$ cat src/rtl/core/tcc_pkg.sv
// ----------------------------------------------------------------------------
// tcc_pkg
// Types and constants for the triangle clip/cull/project block.
// ----------------------------------------------------------------------------
`default_nettype none
package tcc_pkg;
	localparam int CFG_W = 32;
	localparam int CFG_IDX_W = 2;
	localparam logic [1:0] CFG_NEAR = 2'd0;
	localparam logic [1:0] CFG_FAR = 2'd1;
	localparam logic [1:0] CFG_CULL = 2'd2;
	localparam logic [1:0] SEL_PROJ = 2'd0;
	localparam logic [1:0] SEL_VIEW = 2'd1;
	localparam logic [1:0] SEL_NORM = 2'd2;
	localparam logic OP_LOAD = 1'b0;
	localparam logic [1:0] CULL_NEG = 2'd1;
	localparam logic [1:0] CULL_POS = 2'd0;

	typedef enum logic [4:0] {
		ST_IDLE, ST_PROJ, ST_PROJ_W, ST_CHECK, ST_NDIV, ST_NDIV_W,
		ST_AREA, ST_AREA_W, ST_CULL, ST_VIEW, ST_VIEW_W, ST_SDIV, ST_SDIV_W,
		ST_EMIT, ST_EMIT_W
	} state_t;

	// matvec unit matrix source
	typedef enum logic [1:0] {
		MV_PROJ, MV_VIEW, MV_NORM
	} mv_src_t;

	typedef struct packed {
		logic       mv_start;
		mv_src_t    mv_src;
		logic [1:0] vtx;
		logic       div_start;
		logic [2:0] div_sel;
		logic       area_start;
		logic       area_clr;
		logic       emit;
		logic       last;
	} cmd_t;

	typedef struct packed {
		logic mv_done;
		logic div_done;
		logic area_done;
		logic reject;
		logic cull;
	} sts_t;
endpackage
`default_nettype wire

$ cat src/rtl/core/tcc_ctrl.sv
// ----------------------------------------------------------------------------
// tcc_ctrl
// Sequencer for one triangle: projection, clip test, divides, area, cull, transforms, output.
// ----------------------------------------------------------------------------
`default_nettype none
module tcc_ctrl (
	input  wire logic           clk,
	input  wire logic           arst_n,
	input  wire logic           start,
	output logic                busy,
	output tcc_pkg::cmd_t       cmd,
	input  tcc_pkg::sts_t       sts,
	input  wire logic           out_free
);
	import tcc_pkg::*;
	state_t st_q, st_nx;
	logic [1:0] k_q, k_nx;
	logic [2:0] d_q, d_nx;

	always_ff @(posedge clk or negedge arst_n) begin
		if (!arst_n) begin
			st_q <= ST_IDLE;
			k_q <= '0;
			d_q <= '0;
		end else begin
			st_q <= st_nx;
			k_q <= k_nx;
			d_q <= d_nx;
		end
	end

	always_comb begin
		st_nx = st_q;
		k_nx = k_q;
		d_nx = d_q;
		cmd = '0;
		cmd.vtx = k_q;
		cmd.div_sel = d_q;
		cmd.mv_src = MV_PROJ;
		busy = (st_q != ST_IDLE);
		unique case (st_q)
			ST_IDLE: begin
				if (start) begin
					st_nx = ST_PROJ;
					k_nx = '0;
				end
			end
			ST_PROJ: begin
				cmd.mv_start = 1'b1;
				st_nx = ST_PROJ_W;
			end
			ST_PROJ_W: begin
				if (sts.mv_done) st_nx = ST_CHECK;
			end
			ST_CHECK: begin
				if (sts.reject) st_nx = ST_IDLE;
				else if (k_q == 2'd2) begin
					k_nx = '0;
					d_nx = '0;
					st_nx = ST_NDIV;
				end else begin
					k_nx = k_q + 2'd1;
					st_nx = ST_PROJ;
				end
			end
			ST_NDIV: begin
				cmd.div_start = 1'b1;
				st_nx = ST_NDIV_W;
			end
			ST_NDIV_W: begin
				if (sts.div_done) begin
					if (d_q == 3'd0) begin
						d_nx = 3'd1;
						st_nx = ST_NDIV;
					end else if (k_q == 2'd2) begin
						k_nx = '0;
						d_nx = 3'd0;
						st_nx = ST_AREA;
					end else begin
						d_nx = 3'd0;
						k_nx = k_q + 2'd1;
						st_nx = ST_NDIV;
					end
				end
			end
			ST_AREA: begin
				cmd.area_start = 1'b1;
				cmd.area_clr = (k_q == 2'd0);
				st_nx = ST_AREA_W;
			end
			ST_AREA_W: begin
				if (sts.area_done) begin
					if (k_q == 2'd2) begin
						k_nx = '0;
						st_nx = ST_CULL;
					end else begin
						k_nx = k_q + 2'd1;
						st_nx = ST_AREA;
					end
				end
			end
			ST_CULL: begin
				st_nx = sts.cull ? ST_IDLE : ST_VIEW;
			end
			ST_VIEW: begin
				cmd.mv_src = d_q[0] ? MV_NORM : MV_VIEW;
				cmd.mv_start = 1'b1;
				st_nx = ST_VIEW_W;
			end
			ST_VIEW_W: begin
				cmd.mv_src = d_q[0] ? MV_NORM : MV_VIEW;
				if (sts.mv_done) begin
					if (d_q[0]) begin
						d_nx = 3'd2;
						st_nx = ST_SDIV;
					end else begin
						d_nx = 3'd1;
						st_nx = ST_VIEW;
					end
				end
			end
			ST_SDIV: begin
				cmd.div_start = 1'b1;
				st_nx = ST_SDIV_W;
			end
			ST_SDIV_W: begin
				if (sts.div_done) begin
					if (d_q == 3'd5) st_nx = ST_EMIT;
					else begin
						d_nx = d_q + 3'd1;
						st_nx = ST_SDIV;
					end
				end
			end
			ST_EMIT: begin
				if (out_free) begin
					cmd.emit = 1'b1;
					cmd.last = (k_q == 2'd2);
					d_nx = 3'd0;
					if (k_q == 2'd2) st_nx = ST_IDLE;
					else begin
						k_nx = k_q + 2'd1;
						st_nx = ST_VIEW;
					end
				end
			end
			default: st_nx = ST_IDLE;
		endcase
	end
endmodule
`default_nettype wire

$ cat config.mk
export PLATFORM = sky130hd
export DESIGN_NAME = tcc_ctrl
export DESIGN_NICKNAME = d
export VERILOG_FILES = /design/src/rtl/core/tcc_pkg.sv /design/src/rtl/core/tcc_ctrl.sv
export SDC_FILE = /design/constraint.sdc
export NUM_CORES = 1
export LEC_CHECK = 0
export BUFFER_PORTS_ARGS = -buffer_cell sky130_fd_sc_hd__buf_2
export CELL_PAD_IN_SITES_DETAIL_PLACEMENT = 0
export CELL_PAD_IN_SITES_GLOBAL_PLACEMENT = 2
export CORE_MARGIN = 2
export CORE_UTILIZATION = 31
export CTS_CLUSTER_SIZE = 25
export DETAILED_ROUTE_END_ITERATION = 10
export MAX_ROUTING_LAYER = met4
export PLACE_DENSITY = 0.83
export SLEW_MARGIN = 10
export SYNTH_ARGS = -nofsm -noshare
export SYNTH_HDL_FRONTEND = slang
export SYNTH_SLANG_ARGS = --single-unit
export TNS_END_PERCENT = 1
$ cat constraint.sdc
create_clock -name clk -period 2 [get_ports clk]
set_clock_uncertainty 0.15 [all_clocks]
set_input_delay 0.1 -clock clk [delete_from_list [all_inputs] [get_ports clk]]
set_output_delay 0.1 -clock clk [all_outputs]
set_load 0.01 [all_outputs]
==> results of run 1 <==
==> layout by cell type, fill, tap and decap left out, types with 2 or more instances in the layout <==
cell | netlist | routed
a211oi_1 | 3 | 3
a21o_1 | 2 | 2
a21oi_1 | 7 | 7
a21oi_2 | 2 | 2
a31oi_1 | 3 | 3
and2_1 | 2 | 2
buf_2 | 5 | 22
buf_4 | 0 | 10
clkbuf_4 | 0 | 3
dfrtp_1 | 9 | 8
ha_1 | 7 | 6
inv_1 | 9 | 8
mux2_4 | 2 | 2
mux2i_1 | 5 | 5
nand2_1 | 11 | 11
nand2b_1 | 5 | 5
nand3_1 | 6 | 6
nand3b_1 | 2 | 2
nand4_1 | 2 | 2
nor2_1 | 8 | 8
nor2b_1 | 4 | 4
nor3_1 | 2 | 2
o211ai_1 | 3 | 3
o21ai_0 | 4 | 4
o2bb2ai_1 | 2 | 2
or3_1 | 2 | 2
or3b_1 | 2 | 2
==> state kept, by name (all words and copies together), names as in the netlist <==
signal	count
d_q	3
k_q	2
st_q	4
==> area by class of cell <==
cell class,count,area [um^2]
fillers,369,2020
well taps,46,57.6
clock buffers,4,26.3
multi-input cells,105,743
flip-flops and latches,9,226
repair buffers,33,195
inverters,10,41.3
==> power by group <==
part           switching, mW  leakage, nW  total, mW  internal [mW]
clock network         0.0838       0.0150      0.161         0.0776
logic                  0.743        0.434       1.32          0.573
registers             0.0983        0.117      0.346          0.248
==> kinds of logic after synthesis <==
| family | synth area share (%) |
|---|---|
| flip-flops | 21.1 |
| multiplexers | 7.51 |
| buffers and inverters | 9.39 |
| AND/OR/NAND/NOR | 28.4 |
| adder cells (fa/ha/maj) | 8.22 |
| XOR/XNOR | 0.822 |
| AO/OA/AOI/OAI | 24.5 |
==> worst max-delay path by stage <==
stage | from | endpoint | slack (ns)
after floorplan | k_q[0]$_DFFE_PN0P_ | k_q[0]$_DFFE_PN0P_ | 0.20
after global placement | k_q[0]$_DFFE_PN0P_ | k_q[0]$_DFFE_PN0P_ | 0.16
after detailed placement | k_q[0]$_DFFE_PN0P_ | k_q[1]$_DFFE_PN0P_ | 0.05
after CTS | st_q[2]$_DFFE_PN0P_ | cmd[11] | 0.0005
after global routing | st_q[3]$_DFFE_PN0P_ | cmd[2] | -0.03
final | st_q[2]$_DFFE_PN0P_ | cmd[11] | 0.06
==> layer usage <==
layer / vias to the layer above / track usage [%] / share of wire (%)
met1: 513 / 23.6 / 50
li1: 538 / - / -
met3: 7 / 2.16 / 4.9
met4: 0 / 8.89 / 2.4
met5: - / - / 0
met2: 43 / 25.1 / 43
==> worst max-delay path: cells and delay by family (launching register included) <==
| kind | cells | cell delay, ns |
|---|---|---|
| buf+inv | 3 | 0.58 |
| flops | 1 | 0.45 |
| compound gates | 1 | 0.27 |
| simple gates | 1 | 0.11 |
==> timing repair <==
item / 4_1_cts / 5_1_grt
gates resized for setup: 0 / 3
setup endpoints to repair: 0 / 5
endpoints found under the hold margin: 9 / 0
hold buffers: 1 / 0
==> flow_summary.json, run 1 <==
{
  "num_rows": 21,
  "syn_area_um2": 1070,
  "instances_no_fill": 207,
  "clockBufferDepth": 2,
  "synth-edff-count": 0,
  "clk_pin_slew_ns": 0.08,
  "synth_top_area_share_pct": 21.1,
  "yosysTopAreaCell": "dfrtp_1",
  "port_buffers": 22,
  "antenna_found_initial": 0,
  "r2r_slack_ns": 0.09,
  "ys_seq_area_share_pct": 21.1,
  "clock_latency_ns": 0.28,
  "path_cells": "buf_4 > clkinvlp_4 > nand2_1 > a211oi_1 > buf_2",
  "viasPerCell": 5.32,
  "max_slew_margin_pct": 75.2,
  "start_util_pct": 32.2,
  "dieArea_um2": 3920,
  "clock.fmax_ghz": 0.515,
  "rsz0062_at_grt": "true",
  "cts.sinks": 9,
  "area_delta_synth_final_pct": 21.0,
  "cts_setup_buffers": 0,
  "fin_crit_sh_pct": 97.0,
  "yosysMostFrequentCell": "nand2_1",
  "grt_usage_pct": 17.3,
  "path_class": "reg -> out",
  "holdWs_ns": 0.0511,
  "finalWorstSetupSlack_ns": 0.0600,
  "stdcell_area_um2": 1290,
  "nets": 178,
  "postRouteAntennaNets": 0,
  "power_per_cell_area_nw_per_um2": 1410,
  "r2r_start": "st_q[1]$_DFFE_PN0P_",
  "synth_area_per_cell_um2": 8.02,
  "crit_path_max_fanout": 19,
  "globalplace.congestion": 0.875,
  "grt_pass1_vias": 1096,
  "hold_viol": 0,
  "critPathLaunchType": "flip-flop",
  "drc": 0,
  "cts_tree": "done",
  "drtPass1Iterations": 4,
  "drive_gt1_share_pct": 29.8,
  "h-tree-depth": 1,
  "leakage_nw": 0.566,
  "ys_types": 47,
  "total_power_mw": 1.82,
  "reg2regPathDepth": 6,
  "cp.required_ns": 1.75,
  "end_kind": "output pin",
  "globalRouteOverflowTotal": 0,
  "drv_cap": 0,
  "ys_warn_count": 0,
  "core_region_area_um2": 3310,
  "pre_cts_slack_ns": 0.0451,
  "irDropWorstVdd_mv": 0.536,
  "status": "finished clean",
  "arrival_ns": 1.69,
  "setup-violations-final": 0,
  "utilization_pct": 39.0,
  "wl_um": 3060,
  "drv_slew": 0,
  "wl_per_cell_um": 14.8,
  "synth_area_leaders": "dfrtp_1, ha_1, mux2i_1, nand2_1, a21oi_1",
  "syn_inst": 133,
  "hp-class": "in -> async",
  "dpl_cell_area_um2": 1250,
  "cts_root_buffer": "clkbuf_4",
  "worst_slew_pin_slew_ns": 0.369,
  "cts-buffers-inserted": 3,
  "diodes": 0,
  "io_pins": 23,
  "dp_hpwl_um": 2320,
  "via_count": 1101,
  "syn_nets": 149,
  "max_stage_delay_ns": 0.45,
  "synth_common_cells": "nand2_1, dfrtp_1, inv_1, nor2_1",
  "tns_ns": 0,
  "grt_start_max_net_pins": 20,
  "dp.cells": 202,
  "synth_seq_cells": 9,
  "grt_pass1_wl_um": 5220,
  "reg2reg_to": "k_q[1]$_DFFE_PN0P_",
  "die_y_um": 62.6,
  "worst_path_max_delay_cell": "dfrtp_1",
  "synth_flop_cell": "dfrtp_1",
  "async_reset_ff_share_pct": 100,
  "die_w_um": 62.6,
  "first_iter_violations": 37,
  "fin_crit_ns": 1.94
}
(Power assumes the default switching activity.)
==> run 2, diff against run 1 <==
--- a/config.mk
+++ b/config.mk
@@ -5,10 +5,10 @@
 export SDC_FILE = /design/constraint.sdc
 export NUM_CORES = 1
 export LEC_CHECK = 0
-export BUFFER_PORTS_ARGS = -buffer_cell sky130_fd_sc_hd__buf_2
+export BUFFER_PORTS_ARGS = -buffer_cell sky130_fd_sc_hd__buf_4
 export CELL_PAD_IN_SITES_DETAIL_PLACEMENT = 0
 export CELL_PAD_IN_SITES_GLOBAL_PLACEMENT = 2
-export CORE_MARGIN = 2
+export CORE_MARGIN = 1
 export CORE_UTILIZATION = 31
 export CTS_CLUSTER_SIZE = 25
 export DETAILED_ROUTE_END_ITERATION = 10
==> run 2 against run 1 <==
  * Non-clock buffer count is 1 lower
  * Final area is 4.8% higher
  * Count of clock-buffer cells in the layout is 1 lower
  * Sequential cell count stayed put
  * Clock power is 5% lower
  * Combinational power hardly changed
  * Utilization is 3.9 points higher
  * Register-to-register slack better by 0.06 ns
  * Hold slack worse by 0.011 ns
  * Setup slack better by 0.074 ns
==> flow_summary.json, run 2 (same netlist as run 1, synthesis figures left out) <==
{
  "status": "finished clean",
  "cp_common_cell": "buf_4",
  "worst_path_max_delay_cell": "dfrtp_2",
  "postRouteAntennaNets": 0,
  "clock.fmax_ghz": 0.536,
  "utilization_pct": 42.9,
  "drtPass1Iterations": 4,
  "max_slew_margin_pct": 76.4,
  "grt_usage_pct": 18.3,
  "cpLargestDelayFamily": "buffers and inverters",
  "drc": 0,
  "power_per_cell_area_nw_per_um2": 1360,
  "via_count": 1082,
  "crit_path_max_fanout": 12,
  "mostFrequentLayoutCell": "buf_4",
  "path_class": "reg -> out",
  "grt_pass1_vias": 1023,
  "wl_um": 2920,
  "irDropWorstVdd_mv": 0.423,
  "core_region_area_um2": 3150,
  "reg.largest.list": "st_q: 4 flops, d_q: 3 flops, k_q: 2 flops",
  "wl_per_cell_um": 14.3,
  "setup-violations-final": 0,
  "hold_viol": 0,
  "cp.required_ns": 1.75,
  "diodes": 0,
  "cts_root_buffer": "clkbuf_4",
  "drv_cap": 0,
  "grt_start_max_net_pins": 21,
  "hp-class": "in -> async",
  "start_util_pct": 33.8,
  "area_delta_synth_final_pct": 26.8,
  "drv_slew": 0,
  "first_iter_violations": 54,
  "globalplace.congestion": 0.814,
  "final_cell_mix": "buf_4, nand2_1, inv_1, nor2_1, a21oi_1",
  "dieArea_um2": 3680,
  "arrival_ns": 1.62,
  "clk_pin_slew_ns": 0.08,
  "num_rows": 20,
  "h-tree-depth": 1,
  "cp_num_buf_inv": 4,
  "path_cells": "buf_4 > inv_2 > buf_4 > nand2_1 > nor2_1 > and2_1 > buf_4",
  "tns_ns": 0,
  "nets": 177,
  "max_stage_delay_ns": 0.45,
  "largest_register_ffs": 4,
  "cts_tree": "done",
  "cts-buffers-inserted": 3,
  "clock_latency_ns": 0.27,
  "port_buffers": 22,
  "clockBufferDepth": 2,
  "critPathLaunchType": "flip-flop",
  "die_w_um": 60.6,
  "grt_pass1_wl_um": 4890,
  "cts.sinks": 9,
  "drive_gt1_share_pct": 33.1,
  "rsz0062_at_grt": "false",
  "end_kind": "output pin",
  "regMostFlops": "st_q",
  "dp_hpwl_um": 2220,
  "leakage_nw": 0.572,
  "globalRouteOverflowTotal": 0,
  "viasPerCell": 5.30,
  "worst_slew_pin_slew_ns": 0.351,
  "fin_crit_ns": 1.87,
  "fin_crit_sh_pct": 93.3,
  "antenna_found_initial": 0,
  "io_pins": 23,
  "die_y_um": 60.6
}
## run 2: report_power, final
part	total, mW	internal [mW]	leakage (nW)	switching [mW]
clock network	0.153	0.0740	0.0177	0.0786
logic	1.32	0.602	0.441	0.716
registers	0.371	0.254	0.113	0.118
## run 2: stage by stage
step | power (mW) | hold slack (ns) | area [um^2] | std cells | worst slack, ns
after floorplan | 1.29 | -0.346 | 1070 | 133 | 0.199
after global placement | 1.65 | -0.217 | 1290 | 199 | 0.105
after detailed placement | 1.65 | -0.212 | 1290 | 199 | 0.00781
after CTS | 1.82 | 0.0355 | 1330 | 204 | 0.0571
after global routing | 2.02 | 0.0364 | 1350 | 204 | 0.00738
final | 1.84 | 0.0403 | 1350 | 204 | 0.134
## run 2: path summary, 6_finish.rpt
path / end / from / depth (start not counted) / slack, ns
max in group asynchronous: st_q[2]$_DFFE_PN0P_ / arst_n / 2 / 1.51
worst min register to register: d_q[1]$_DFFE_PN0P_ / d_q[1]$_DFFE_PN0P_ / 1 / 0.44
worst max-delay path: cmd[2] / st_q[3]$_DFFE_PN0P_ / 7 / 0.13
min in group clk: st_q[3]$_DFFE_PN0P_ / sts[0] / 3 / 0.10
worst max register to register: d_q[1]$_DFFE_PN0P_ / st_q[2]$_DFFE_PN0P_ / 5 / 0.15
worst min-delay path: st_q[1]$_DFFE_PN0P_ / arst_n / 2 / 0.04
## run 2: cell type report
class / count / area [um^2]
Fill cell: 339 / 1800
Multi-Input combinational cell: 105 / 751
Timing Repair Buffer: 32 / 246
Sequential cell: 9 / 230
Tap cell: 44 / 55.1
Inverter: 10 / 41.3
Clock buffer: 3 / 22.5
Clock inverter: 1 / 5.00
## run 2: layer usage
metal	track usage, %	vias up	part of all wire (%)
met5	-	-	0
met4	4.22	0	0
met3	2.99	0	3.6
met2	27.3	26	45
met1	25.9	516	51
li1	-	540	-
## run 2: what timing repair did
action                                 4_1_cts  5_1_grt
endpoints found under the hold margin        9        0
resized for setup                            2        7
pin swaps                                    1        0
hold buffers                                 1        0
setup endpoints to repair                    3        7
gates cloned                                 0        0
buffers inserted                             0        0
